==> src/rtl/csr_spike_current_scatter_defines.svh <==
// ----------------------------------------------------------------------------
// csr_spike_current_scatter assertion macros
// Assertion wrappers, empty when SYNTH is defined.
// ----------------------------------------------------------------------------
`ifndef CSR_SPIKE_CURRENT_SCATTER_DEFINES_SVH
`define CSR_SPIKE_CURRENT_SCATTER_DEFINES_SVH
`ifndef SYNTH
`define CSC_ASSERT(lbl, prop, clk, rst) \
  lbl: assert property (@(posedge clk) disable iff (!rst) prop) else $error("assert failed");
`define CSC_ASSERT_NEVER(lbl, expr, clk, rst) \
  lbl: assert property (@(posedge clk) disable iff (!rst) !(expr)) else $error("never failed");
`else
`define CSC_ASSERT(lbl, prop, clk, rst)
`define CSC_ASSERT_NEVER(lbl, expr, clk, rst)
`endif
`endif

==> src/rtl/csc_pkg.sv <==
// ----------------------------------------------------------------------------
// csc_pkg
// Shared types and constants of the spike current scatter block.
// ----------------------------------------------------------------------------
package csc_pkg;
  localparam logic [2:0] REQ_EDGE  = 3'd0;
  localparam logic [2:0] REQ_ROW   = 3'd1;
  localparam logic [2:0] REQ_BASIS = 3'd2;
  localparam logic [2:0] REQ_SPIKE = 3'd3;
  localparam logic [2:0] REQ_READ  = 3'd4;
  localparam logic [2:0] REQ_CLEAR = 3'd5;

  localparam logic [1:0] ST_OK  = 2'd0;
  localparam logic [1:0] ST_RNG = 2'd1;
  localparam logic [1:0] ST_SAT = 2'd2;

  // controller to datapath
  typedef struct packed {
    logic load;      // capture request fields
    logic wr_edge;
    logic wr_row;
    logic wr_basis;
    logic rd_row0;   // read row start [pre]
    logic rd_row1;   // read row start [pre+1]
    logic rd_edge;   // read edge at cursor
    logic mul_ws;    // spike * weight
    logic rd_cur;    // read current + basis for receptor
    logic mul_v;     // ws * basis
    logic wr_cur;    // add and write back
    logic next_rec;
    logic next_edge;
    logic rd_req;    // read current for read request
    logic clr_step;
    logic clr_init;
  } csc_cmd_t;

  // datapath to controller
  typedef struct packed {
    logic edge_done;  // cursor reached end
    logic edge_oob;   // cursor beyond edge store, or sum saturated on write-back
    logic edge_bad;
    logic rec_last;
    logic clr_last;
  } csc_sts_t;
endpackage

==> src/rtl/csc_ctrl.sv <==
// ----------------------------------------------------------------------------
// csc_ctrl
// Sequencer for table writes, spike fan-out, reads and clears.
// ----------------------------------------------------------------------------
module csc_ctrl (
  input  logic              clk_i,
  input  logic              rst_ni,
  input  logic              start,
  input  logic [2:0]        req_type_i,
  input  logic              spike_go_i,
  input  logic              spike_rng_i,
  input  logic              wr_ok_i,
  input  logic              rd_ok_i,
  input  csc_pkg::csc_sts_t sts_i,
  output csc_pkg::csc_cmd_t cmd_o,
  output logic              busy,
  output logic              done_o,
  output logic              rd_sel_o,
  output logic [1:0]        status_o
);
  import csc_pkg::*;

  typedef enum logic [3:0] {
    S_IDLE, S_ROW0, S_ROW1, S_EDGE, S_CHK, S_MUL, S_RCUR, S_MULV, S_WCUR,
    S_READ, S_CLR, S_DONE
  } state_e;

  state_e     state_q;
  logic [1:0] st_q;
  logic       rd_q;

  always_comb begin
    cmd_o = '0;
    cmd_o.load = (state_q == S_IDLE) && start;
    if (state_q == S_IDLE && start) begin
      cmd_o.wr_edge  = (req_type_i == REQ_EDGE) && wr_ok_i;
      cmd_o.wr_row   = (req_type_i == REQ_ROW) && wr_ok_i;
      cmd_o.wr_basis = (req_type_i == REQ_BASIS) && wr_ok_i;
      cmd_o.clr_init = (req_type_i == REQ_CLEAR);
    end
    case (state_q)
      S_ROW0: cmd_o.rd_row0 = 1'b1;
      S_ROW1: cmd_o.rd_row1 = 1'b1;
      S_EDGE: cmd_o.rd_edge = 1'b1;
      S_CHK:  if (!sts_i.edge_done && !sts_i.edge_oob && sts_i.edge_bad)
                cmd_o.next_edge = 1'b1;
      S_MUL:  cmd_o.mul_ws = 1'b1;
      S_RCUR: cmd_o.rd_cur = 1'b1;
      S_MULV: cmd_o.mul_v = 1'b1;
      S_WCUR: begin
        cmd_o.wr_cur = 1'b1;
        if (sts_i.rec_last) cmd_o.next_edge = 1'b1;
        else cmd_o.next_rec = 1'b1;
      end
      S_READ: cmd_o.rd_req = 1'b1;
      S_CLR:  cmd_o.clr_step = 1'b1;
      default: ;
    endcase
  end

  always_ff @(posedge clk_i or negedge rst_ni) begin
    if (!rst_ni) begin
      state_q <= S_IDLE;
      st_q    <= ST_OK;
      rd_q    <= 1'b0;
      done_o  <= 1'b0;
    end else begin
      done_o <= 1'b0;
      case (state_q)
        S_IDLE: if (start) begin
          rd_q <= (req_type_i == REQ_READ) && rd_ok_i;
          case (req_type_i)
            REQ_EDGE, REQ_ROW, REQ_BASIS: begin
              st_q    <= wr_ok_i ? ST_OK : ST_RNG;
              state_q <= S_DONE;
            end
            REQ_SPIKE: begin
              st_q    <= spike_rng_i ? ST_RNG : ST_OK;
              state_q <= spike_go_i ? S_ROW0 : S_DONE;
            end
            REQ_READ: begin
              st_q    <= rd_ok_i ? ST_OK : ST_RNG;
              state_q <= rd_ok_i ? S_READ : S_DONE;
            end
            REQ_CLEAR: begin
              st_q    <= ST_OK;
              state_q <= S_CLR;
            end
            default: begin
              st_q    <= ST_RNG;
              state_q <= S_DONE;
            end
          endcase
        end
        S_ROW0: state_q <= S_ROW1;
        S_ROW1: state_q <= S_EDGE;
        S_EDGE: state_q <= S_CHK;
        S_CHK: begin
          if (sts_i.edge_done) state_q <= S_DONE;
          else if (sts_i.edge_oob) begin
            if (st_q == ST_OK) st_q <= ST_RNG;
            state_q <= S_DONE;
          end else if (sts_i.edge_bad) begin
            if (st_q == ST_OK) st_q <= ST_RNG;
            state_q <= S_EDGE;
          end else state_q <= S_MUL;
        end
        S_MUL:  state_q <= S_RCUR;
        S_RCUR: state_q <= S_MULV;
        S_MULV: state_q <= S_WCUR;
        S_WCUR: begin
          if (sts_i.rec_last) state_q <= S_EDGE;
          else state_q <= S_RCUR;
        end
        S_READ: state_q <= S_DONE;
        S_CLR:  if (sts_i.clr_last) state_q <= S_DONE;
        S_DONE: begin
          done_o  <= 1'b1;
          state_q <= S_IDLE;
        end
        default: state_q <= S_IDLE;
      endcase
      if (state_q == S_WCUR && sts_i.edge_oob) st_q <= ST_SAT;
    end
  end

  assign busy     = (state_q != S_IDLE) || done_o;
  assign status_o = st_q;
  assign rd_sel_o = rd_q;
endmodule

==> config.mk <==
export PLATFORM = sky130hd
export DESIGN_NAME = csc_ctrl
export DESIGN_NICKNAME = d
export VERILOG_FILES = /design/src/rtl/csr_spike_current_scatter_defines.svh /design/src/rtl/csc_pkg.sv /design/src/rtl/csc_ctrl.sv
export SDC_FILE = /design/constraint.sdc
export NUM_CORES = 1
export LEC_CHECK = 0
export ABC_AREA = 1
export BUFFER_PORTS_ARGS = -buffer_cell sky130_fd_sc_hd__buf_2
export CELL_PAD_IN_SITES_DETAIL_PLACEMENT = 0
export CELL_PAD_IN_SITES_GLOBAL_PLACEMENT = 2
export CORE_MARGIN = 2
export CORE_UTILIZATION = 23
export DETAILED_ROUTE_END_ITERATION = 16
export PLACE_DENSITY_LB_ADDON = 0.1
export SLEW_MARGIN = 15
export SYNTH_ARGS = -nofsm -noshare
export SYNTH_HDL_FRONTEND = slang
export SYNTH_SLANG_ARGS = --single-unit
==> constraint.sdc <==
create_clock -name clk_i -period 2.9 [get_ports clk_i]
set_input_delay 0.87 -clock clk_i [delete_from_list [all_inputs] [get_ports clk_i]]
set_output_delay 0.87 -clock clk_i [all_outputs]
set_load 0.01 [all_outputs]
==> Word level (Yosys, flattened, before mapping) <==
Cells that the tools add are included.
{ "word_totals": {"in_bits": 15, "mem_bits_ro": 0, "latchBits": 0, "mem_count": 0, "ram_bits": 0, "reg_bits": 8, "out_inout_bits": 21, "wordCells": 82} }
{ "op_classes": {"order_cmp": 0, "n_mux": 37, "n_eq_ne": 21, "addsub": 0, "multipliers": 0, "n_reduce_logical": 20, "bitwise_logic": 0, "div_mod_pow": 0, "shifts": 0} }
{ "op_table": {"columns": ["cell", "count"], "rows": [
  ["4-bit one-hot mux with 11 select lines", 1],
  ["4-bit 2-to-1 mux", 5],
  ["4-bit by 3-bit == test with 1-bit output, second input constant", 4],
  ["4-bit == test, second input constant", 4],
  ["1-bit 2-to-1 mux", 16],
  ["2-bit 2-to-1 mux", 8],
  ["4-bit one-hot mux with 3 select lines", 1],
  ["3-bit 2-to-1 mux", 3],
  ["4-bit by 2-bit == test with 1-bit output, second input constant", 2],
  ["1-bit logical AND", 8],
  ["3-bit by 2-bit == test with 1-bit output, second input constant", 2],
  ["3-bit == test, second input constant", 2],
  ["4-bit by 1-bit == test with 1-bit output, second input constant", 1],
  ["4-bit logical NOT", 1],
  ["2-bit != test, second input constant", 2],
  ["4-bit != test, second input constant", 1],
  ["1-bit one-hot mux with 4 select lines", 1],
  ["2-bit one-hot mux with 2 select lines", 1],
  ["2-bit AND reduction", 2],
  ["4-bit AND reduction", 1],
  ["4-bit nonzero test", 1],
  ["3-bit by 1-bit == test with 1-bit output, second input constant", 1],
  ["3-bit logical NOT", 1],
  ["3-bit by 2-bit != test with 1-bit output, second input constant", 1],
  ["other kinds (7)", 8]
]} }

==> Longest topological paths before layout <==
Gate-level depths: netlist of the first run.
{ "depth": {"ltp_word": 7, "depth_mapped": 8} }

==> Worst setup path before layout of the first run <==
Ideal clock, no wire load.
{ "synth_path": {"path_kind": "input-to-output", "from": "input port req_type_i[2]", "to": "output port cmd_o[13] (netlist name)", "arrival_time_ns": 1.436, "n_path_buf": 0, "cell_stages": 3, "path_slack_ns": 0.594, "cell_sequence": "inv_1 -> nand2_1 -> nor4_1"} }
{ "synth_rtl": {"columns": ["item", "line_no", "rtl"], "rows": [
  ["start, declared", "csc_ctrl.sv:9", "input logic [2:0] req_type_i,"],
  ["end, declared", "csc_ctrl.sv:15", "output csc_pkg::csc_cmd_t cmd_o,"]
]} }

==> results.sh, run 1 <==
export IMPL_cap_violations=0
export IMPL_wl_per_cell_um=10.7
export IMPL_syn_area_um2=734
export IMPL_io_buffers=35
export IMPL_drive_above_1_share_pct=40.3
export IMPL_hpwl_um=1830
export IMPL_r2r_slack_ns=1.57
export IMPL_antenna_found_initial=0
export IMPL_finalMaxSlewViolations=0
export IMPL_cp_end_kind="output pin"
export IMPL_path_max_fanout=6
export IMPL_grt_pass1_wl_um=3400
export IMPL_max_slew_worst_pin_slew_ns=0.294
export IMPL_die_h_um=60.5
export IMPL_r2r_start="state_q[0]$_DFFE_PN0P_"
export IMPL_timing_rr_end="status_o[0]$_DFFE_PN0P_"
export IMPL_remaining_drc_errors=0
export IMPL_grt_usage_pct=12.8
export IMPL_grt_pass1_vias=772
export IMPL_num_antenna_cells=0
export IMPL_worstSetupPathType="register to output pin"
export IMPL_fin_crit_ns=2.46
export IMPL_final_common_cell="buf_2"
export IMPL_ant_nets=0
export IMPL_via_per_inst=4.28
export IMPL_yosysUniqueCellTypes=22
export IMPL_firstDrtPassIters=4
export IMPL_cts_clk_slew_worst_paths_ns=0.06
export IMPL_clock_skew_ns=0.00505
export IMPL_hp_class="primary input to asynchronous set/reset pin"
export IMPL_synth_avg_cell_area_um2=6.33
export IMPL_synth_seq_cells=8
export IMPL_fin_setup_tns_ns=0
export IMPL_place_gp_congestion=0.725
export IMPL_drt_total_wl_um=2130
export IMPL_cts_sinks=8
export IMPL_cts_resized=0
export IMPL_p_leak_nw=0.573
export IMPL_hold_buffers=0
export IMPL_ys_warn_count=0
export IMPL_cts_buffers=3
export IMPL_clk_latency_ns=0.26
export IMPL_finalHoldViolations=0
export IMPL_relSlewSlack_pct=80.4
export IMPL_cts_max_path_buffers=2
export IMPL_final_cell_mix="buf_2, nand2_1, nor2_1, inv_1, dfrtp_1"
export IMPL_initial_core_util_pct=24.1
export IMPL_syn2layout_area_growth_pct=34.4
export IMPL_die_w_um=60.5
export IMPL_hold_ws_ns=0.453
export IMPL_cts_root_buffer="clkbuf_4"
export IMPL_ys_seq_area_share_pct=27.3
export IMPL_layout_nets=171
export IMPL_status="complete, no violations"
export IMPL_ios=36
export IMPL_core_mm2=0.00305
export IMPL_post_route_period_util_pct=85.0
export IMPL_grt_setup_unrepaired="false"
export IMPL_worstSetupStartpointType="register"
export IMPL_vdd_drop_max_uv=271
export IMPL_reg2regPathDepth=8
export IMPL_syn_inst=116
export IMPL_htree_levels=1
export IMPL_setup_viol=0
export IMPL_grt_max_degree=9
export IMPL_syn_nets=131
export IMPL_cts_tree="yes"
export IMPL_final_util_pct=32.3
export IMPL_fmaxAchievable_mhz=406
export IMPL_die_area_mm2=0.00366
export IMPL_required_ns=2.03
export IMPL_arrival_ns=1.59
export IMPL_overflow=0
export IMPL_cts_setup_buffers=0
export IMPL_power_density_mw_per_mm2=800
export IMPL_num_vias=847
export IMPL_rows=20
export IMPL_drtIter0Drc=25
-- kinds of logic after synthesis --
kind of cell           after synthesis  share of synthesized area, %
flip-flops                           8                          27.3
buffers and inverters               20                          10.4
AO/OA/AOI/OAI                        8                          7.33
AND/OR/NAND/NOR                     80                          55.0
-- stage by stage --
stage                     total power [W]  setup WS, ns  area (um2)  cells
after global placement           0.000714         0.462         965    195
after detailed placement         0.000708         0.456         965    195
final                            0.000789         0.435         987    198
after floorplan                  0.000556         0.594         734    116
after global routing             0.000871         0.312         987    198
after CTS                        0.000803         0.422         987    198
-- report_power, final --
group | switching [W] | internal (W)
clock network | 0.0000426 | 0.0000477
registers | 0.0000633 | 0.000158
logic | 0.000300 | 0.000178
total | 0.000406 | 0.000384
-- cells in the mapped netlist --
library cell | count | area (um2)
nand2_2 | 5 | 31.3
inv_2 | 7 | 26.3
a31o_2 | 1 | 8.76
nor2_4 | 3 | 33.8
nand3_2 | 1 | 10.0
nor2_1 | 20 | 75.1
nand4_1 | 2 | 12.5
a31oi_1 | 1 | 6.26
nor4_1 | 1 | 6.26
nand2_1 | 32 | 120
nor2_2 | 4 | 25.0
clkinv_2 | 1 | 5.00
nand2_4 | 1 | 11.3
nor3_1 | 2 | 10.0
inv_1 | 12 | 45.0
o21ai_0 | 3 | 15.0
nand4_4 | 1 | 21.3
o221ai_1 | 1 | 8.76
nand3b_1 | 3 | 22.5
nand3_1 | 5 | 25.0
o211ai_1 | 2 | 15.0
dfrtp_1 | 8 | 200
-- sequential cells by signal (all words and copies together) (netlist names) --
register,count
state_q,4
status_o,2
done_o,1
rd_sel_o,1
-- metal layers --
layer / GRT usage, % / share of wire, % / up-vias
met3: 1.28 / 4.6 / 2
met5: 0 / 0 / -
met2: 21.4 / 47 / 22
li1: - / - / 445
met1: 16.0 / 47 / 378
met4: 7.45 / 1.6 / 0
-- worst max-delay path by stage --
stage                      startpoint   endpoint  slack, ns  cells after the start
2_1_floorplan           req_type_i[2]  cmd_o[13]       0.59                      3
3_3_place_gp            req_type_i[2]  cmd_o[13]       0.46                      5
3_5_place_dp            req_type_i[2]  cmd_o[13]       0.46                      5
4_1_cts        state_q[3]$_DFFE_PN0P_  cmd_o[12]       0.42                      8
5_1_grt        state_q[3]$_DFFE_PN0P_  cmd_o[13]       0.31                      6
6_report       state_q[3]$_DFFE_PN0P_  cmd_o[12]       0.44                      8
-- cell type report --
class                           instances  area [um2]
Sequential cell                         8         200
Clock buffer                            3        22.5
Inverter                               20        76.3
Timing Repair Buffer                   35         175
Fill cell                             368        2070
Multi-Input combinational cell         88         458
Tap cell                               44        55.1
-- critical path, cell delays in order (launching register included) --
cell,delay [ns]
dfrtp_1,0.48
nor2_2,0.16
inv_2,0.08
nor2_4,0.17
nand2_4,0.09
clkinv_2,0.07
nand4_4,0.07
nor2_2,0.08
buf_2,0.13
No activity file was read; power rests on OpenSTA's default activity.
==> inputs of run 2 (changes only) <==
--- a/config.mk
+++ b/config.mk
@@ -10,7 +10,7 @@
 export CELL_PAD_IN_SITES_DETAIL_PLACEMENT = 0
 export CELL_PAD_IN_SITES_GLOBAL_PLACEMENT = 2
 export CORE_MARGIN = 2
-export CORE_UTILIZATION = 23
+export CORE_UTILIZATION = 22
 export DETAILED_ROUTE_END_ITERATION = 16
 export PLACE_DENSITY_LB_ADDON = 0.1
 export SLEW_MARGIN = 15
==> constraint.sdc (replaced) <==
create_clock -name clk_i -period 2.54 [get_ports clk_i]
set_input_delay 0.762 -clock clk_i [delete_from_list [all_inputs] [get_ports clk_i]]
set_output_delay 0.762 -clock clk_i [all_outputs]
set_load 0.01 [all_outputs]
==> run 2 against run 1 <==
  * Via count up 0.94%
  * Hold slack got worse by 0.12 ns
  * Clock power rose by 20%
  * Register-to-register slack lost 0.34 ns
  * Design area stayed put
  * Critical path depth is the same
  * Highest routed layer unchanged
==> results.sh, run 2 (same netlist as run 1, synthesis figures left out) <==
export IMPL_htree_levels=1
export IMPL_drt_total_wl_um=2140
export IMPL_place_gp_congestion=0.716
export IMPL_clock_skew_ns=0.0195
export IMPL_vdd_drop_max_uv=346
export IMPL_num_antenna_cells=0
export IMPL_cts_root_buffer="clkbuf_4"
export IMPL_final_cell_mix="buf_2, nand2_1, nor2_1, inv_1, dfrtp_1"
export IMPL_setup_viol=0
export IMPL_clock_power_share_pct=11.9
export IMPL_p_int_w=0.000438
export IMPL_status="complete, no violations"
export IMPL_p_comb_share_pct=60.3
export IMPL_path_max_fanout=6
export IMPL_grt_usage_pct=12.4
export IMPL_hpwl_um=1820
export IMPL_ant_nets=0
export IMPL_final_common_cell="buf_2"
export IMPL_clk_latency_ns=0.27
export IMPL_firstDrtPassIters=5
export IMPL_hold_buffers=0
export IMPL_io_buffers=35
export IMPL_num_fill_cells=387
export IMPL_die_area_mm2=0.00382
export IMPL_cts_sinks=8
export IMPL_via_per_inst=4.32
export IMPL_p_sw_w=0.000470
export IMPL_grt_pass1_wl_um=3430
export IMPL_multi_input_area_um2=458
export IMPL_grt_pass1_vias=767
export IMPL_overflow=0
export IMPL_num_vias=855
export IMPL_seqCellArea_um2=200
export IMPL_power_density_mw_per_mm2=920
export IMPL_largest_reg_flops=4
export IMPL_cts_tree="yes"
export IMPL_arrival_ns=1.58
export IMPL_worstSetupStartpointType="register"
export IMPL_finalHoldViolations=0
export IMPL_cap_violations=0
export IMPL_die_h_um=61.8
export IMPL_cp_buffers_inverters=3
export IMPL_wl_per_cell_um=10.8
export IMPL_worstSetupPathType="register to output pin"
export IMPL_initial_core_util_pct=23.7
export IMPL_remaining_drc_errors=0
export IMPL_post_route_period_util_pct=92.3
export IMPL_relSlewSlack_pct=81.2
export IMPL_hold_ws_ns=0.330
export IMPL_finalMaxSlewViolations=0
export IMPL_fin_crit_ns=2.34
export IMPL_syn2layout_area_growth_pct=34.4
export IMPL_cp_end_kind="output pin"
export IMPL_path_common_cell="nor2_2"
export IMPL_required_ns=1.78
export IMPL_cts_setup_buffers=0
export IMPL_hp_class="primary input to asynchronous set/reset pin"
export IMPL_p_leak_nw=0.573
export IMPL_antenna_found_initial=0
export IMPL_rows=20
export IMPL_max_slew_worst_pin_slew_ns=0.281
export IMPL_grt_max_degree=9
export IMPL_cpMaxStageDelayCell="dfrtp_1"
export IMPL_drive_above_1_share_pct=40.3
export IMPL_largest_register="state_q"
export IMPL_crit_chain="nor2_2, inv_2, nor2_4, nand2_4, clkinv_2, nand4_4, nor2_2, buf_2"
export IMPL_drtIter0Drc=32
export IMPL_layout_nets=171
export IMPL_die_w_um=61.8
export IMPL_core_mm2=0.00310
export IMPL_grt_setup_unrepaired="false"
export IMPL_max_stage_delay_ns=0.47
export IMPL_cts_max_path_buffers=2
export IMPL_cpLargestDelayFamily="simple AND/OR/NAND/NOR gates"
export IMPL_p_sw_share_pct=51.8
export IMPL_fmaxAchievable_mhz=427
export IMPL_cts_clk_slew_worst_paths_ns=0.07
export IMPL_cts_buffers=3
export IMPL_ios=36
export IMPL_fin_setup_tns_ns=0
export IMPL_p_seq_share_pct=27.8
export IMPL_cts_resized=0
run 2: cell counts in the layout (fill, tap and decap cells not counted):
No cell type changed its count.
run 2: worst register-to-register path, stage by stage (launching register included):
cell and delay, ns:
dfrtp_1 0.46, nor2_4 0.20, nand3_2 0.14, inv_2 0.08, nand2_1 0.10, nand2_1 0.09, nand2_1 0.07, nand2_1 0.06
nand2_1 0.04
run 2: worst paths after layout:
check,cells past startpoint,start,slack [ns],endpoint
max,8,state_q[3]$_DFFE_PN0P_,0.20,cmd_o[12]
min,1,rst_ni,0.33,rd_sel_o$_DFFE_PN0P_
max reg2reg,8,state_q[0]$_DFFE_PN0P_,1.23,status_o[1]$_DFFE_PN0P_
min reg2reg,2,rd_sel_o$_DFFE_PN0P_,0.48,rd_sel_o$_DFFE_PN0P_
max in group asynchronous,1,rst_ni,2.00,state_q[1]$_DFFE_PN0P_
min in group clk_i,2,rd_sel_o$_DFFE_PN0P_,0.48,rd_sel_o$_DFFE_PN0P_
run 2: per-layer routing:
layer  share of wire [%]  vias to the layer above  track usage [%]
met5                   0                        -                0
met4                0.37                        0             2.74
met3                 6.6                        2             3.73
met2                  43                       25             18.8
met1                  50                      382             17.3
li1                    -                      446                -
run 2: power groups by stage:
stage / Combinational (W) / Clock, W / Sequential [W]
after detailed placement: 0.000556 / 0 / 0.000254
after global placement: 0.000559 / 0 / 0.000256
after CTS: 0.000557 / 0.000110 / 0.000253
after global routing: 0.000626 / 0.000122 / 0.000262
after floorplan: 0.000382 / 0 / 0.000253
final: 0.000547 / 0.000108 / 0.000253
run 2: layout make-up:
class / count / share of cell area, %
inverters: 20 / 7.73
clock buffers: 3 / 2.28
flip-flops and latches: 8 / 20.3
well taps: 44 / 5.58
repair buffers: 35 / 17.7
multi-input cells: 88 / 46.4
run 2: stage by stage:
stage          utilization, %  instance area (um2)  total power, W  setup slack, ns  std cells
3_3_place_gp             31.1                  965        0.000815            0.318        195
2_1_floorplan               -                  734        0.000635            0.450        116
5_1_grt                  31.8                  987         0.00101           0.0293        198
4_1_cts                  31.8                  987        0.000921            0.155        198
3_5_place_dp             31.1                  965        0.000809            0.286        195
6_report                 31.8                  987        0.000908            0.196        198
==> inputs of run 3 (changes only) <==
--- a/config.mk
+++ b/config.mk
@@ -12,7 +12,7 @@
 export CORE_MARGIN = 2
 export CORE_UTILIZATION = 22
 export DETAILED_ROUTE_END_ITERATION = 16
-export PLACE_DENSITY_LB_ADDON = 0.1
+export PLACE_DENSITY = 0.8
 export SLEW_MARGIN = 15
 export SYNTH_ARGS = -nofsm -noshare
 export SYNTH_HDL_FRONTEND = slang
==> run 3 against run 2 <==
  * Maximum frequency rose by 0.17%
  * Sequential cell count unchanged
  * Via count decreased by 2.0%
  * Global-route usage is 0.18 points lower
  * Core utilization unchanged
  * Hold slack improved by 0.019 ns
  * Setup slack improved by 0.0039 ns
  * Routed wire length fell by 4.2%
  * Design area unchanged
==> results.sh, run 3 (same netlist as run 1, synthesis figures left out) <==
export IMPL_status="complete, no violations"
export IMPL_fmaxAchievable_mhz=427
export IMPL_overflow=0
export IMPL_core_mm2=0.00310
export IMPL_largest_register="state_q"
export IMPL_largest_reg_flops=4
export IMPL_design_area_um2=987
export IMPL_required_ns=1.78
export IMPL_fin_setup_tns_ns=0
export IMPL_syn2layout_area_growth_pct=34.4
export IMPL_path_max_fanout=6
export IMPL_relSlewSlack_pct=81.7
export IMPL_vdd_drop_max_uv=373
export IMPL_p_leak_nw=0.573
export IMPL_drive_above_1_share_pct=40.3
export IMPL_grt_pass1_wl_um=3420
export IMPL_antenna_found_initial=0
export IMPL_clock_power_share_pct=11.4
export IMPL_via_per_inst=4.23
export IMPL_drtIter0Drc=15
export IMPL_p_sw_w=0.000462
export IMPL_clk_latency_ns=0.26
export IMPL_ant_nets=0
export IMPL_cts_sinks=8
export IMPL_drt_total_wl_um=2050
export IMPL_firstDrtPassIters=4
export IMPL_cts_max_path_buffers=2
export IMPL_dp_cells=195
export IMPL_setup_viol=0
export IMPL_initial_core_util_pct=23.7
export IMPL_finalHoldViolations=0
export IMPL_place_gp_congestion=0.749
export IMPL_arrival_ns=1.58
export IMPL_fin_crit_ns=2.34
export IMPL_htree_levels=1
export IMPL_hold_buffers=0
export IMPL_cts_root_buffer="clkbuf_4"
export IMPL_cap_violations=0
export IMPL_final_cell_mix="buf_2, nand2_1, nor2_1, inv_1, dfrtp_1"
export IMPL_grt_pass1_vias=808
export IMPL_grt_max_degree=9
export IMPL_wl_per_cell_um=10.4
export IMPL_rows=20
export IMPL_post_route_period_util_pct=92.1
export IMPL_hpwl_um=1730
export IMPL_cts_setup_buffers=0
export IMPL_p_comb_share_pct=60.6
export IMPL_cp_end_kind="output pin"
export IMPL_grt_usage_pct=12.2
export IMPL_p_sw_share_pct=51.3
export IMPL_max_slew_worst_pin_slew_ns=0.274
export IMPL_die_h_um=61.8
export IMPL_grt_setup_unrepaired="false"
export IMPL_cts_buffers=3
export IMPL_p_int_w=0.000438
export IMPL_io_buffers=35
export IMPL_power_density_mw_per_mm2=912
export IMPL_dpl_cell_area_um2=965
export IMPL_worstSetupStartpointType="register"
export IMPL_p_seq_share_pct=27.9
export IMPL_final_common_cell="buf_2"
export IMPL_layout_nets=171
export IMPL_cts_tree="yes"
export IMPL_worstSetupPathType="register to output pin"
export IMPL_cts_clk_slew_worst_paths_ns=0.06
export IMPL_hp_class="primary input to asynchronous set/reset pin"
export IMPL_remaining_drc_errors=0
export IMPL_fin_cells=198
export IMPL_die_w_um=61.8
export IMPL_die_area_mm2=0.00382
export IMPL_p_total_w=0.000900
export IMPL_cts_resized=0
export IMPL_num_vias=838
export IMPL_clock_skew_ns=0.00360
export IMPL_finalMaxSlewViolations=0
export IMPL_ios=36
export IMPL_num_antenna_cells=0
export IMPL_num_fill_cells=366
run 3: final timing paths:
check                                        from                 endpoint  slack [ns]  cells past startpoint
min in group clk_i           rd_sel_o$_DFFE_PN0P_     rd_sel_o$_DFFE_PN0P_        0.48                      2
hold reg to reg              rd_sel_o$_DFFE_PN0P_     rd_sel_o$_DFFE_PN0P_        0.48                      2
max in group asynchronous                  rst_ni  status_o[0]$_DFFE_PN0P_        2.01                      1
setup reg to reg           state_q[0]$_DFFE_PN0P_  status_o[0]$_DFFE_PN0P_        1.24                      8
setup / recovery           state_q[3]$_DFFE_PN0P_                cmd_o[14]        0.20                      8
hold / removal                             rst_ni   state_q[2]$_DFFE_PN0P_        0.35                      1
run 3: critical path: stages, from the launching register on:
cell and delay (ns):
dfrtp_1 0.47, nor2_2 0.15, inv_2 0.08, nor2_4 0.17, nand2_4 0.10, clkinv_2 0.07, nand4_4 0.08, nor2_2 0.08
buf_2 0.13
run 3: cell type report:
| cell class | instances | area, um2 | share of cell area (%) |
|---|---|---|---|
| Timing Repair Buffer | 35 | 175 | 17.7 |
| Multi-Input combinational cell | 88 | 458 | 46.4 |
| Tap cell | 44 | 55.1 | 5.58 |
| Inverter | 20 | 76.3 | 7.73 |
| Sequential cell | 8 | 200 | 20.3 |
| Clock buffer | 3 | 22.5 | 2.28 |
run 3: per-layer routing:
layer	track usage (%)	vias to the layer above	part of all wire, %
met5	0	-	0
met4	2.74	0	0.59
met3	3.93	2	4.8
met2	20.0	19	47
met1	15.7	367	48
li1	-	450	-
run 3: through the flow:
step / hold slack (ns) / setup WS (ns) / util, %
4_1_cts: 0.350 / 0.175 / 31.8
3_5_place_dp: 0.469 / 0.314 / 31.1
3_3_place_gp: 0.463 / 0.331 / 31.1
2_1_floorplan: 0.466 / 0.450 / -
5_1_grt: 0.347 / 0.0667 / 31.8
6_report: 0.349 / 0.200 / 31.8
run 3: power groups by stage:
stage,combinational [W],clock (W),sequential [W]
final,0.000546,0.000103,0.000252
after global routing,0.000626,0.000115,0.000261
after CTS,0.000555,0.000108,0.000251
after detailed placement,0.000552,0,0.000252
after global placement,0.000558,0,0.000252
after floorplan,0.000382,0,0.000253
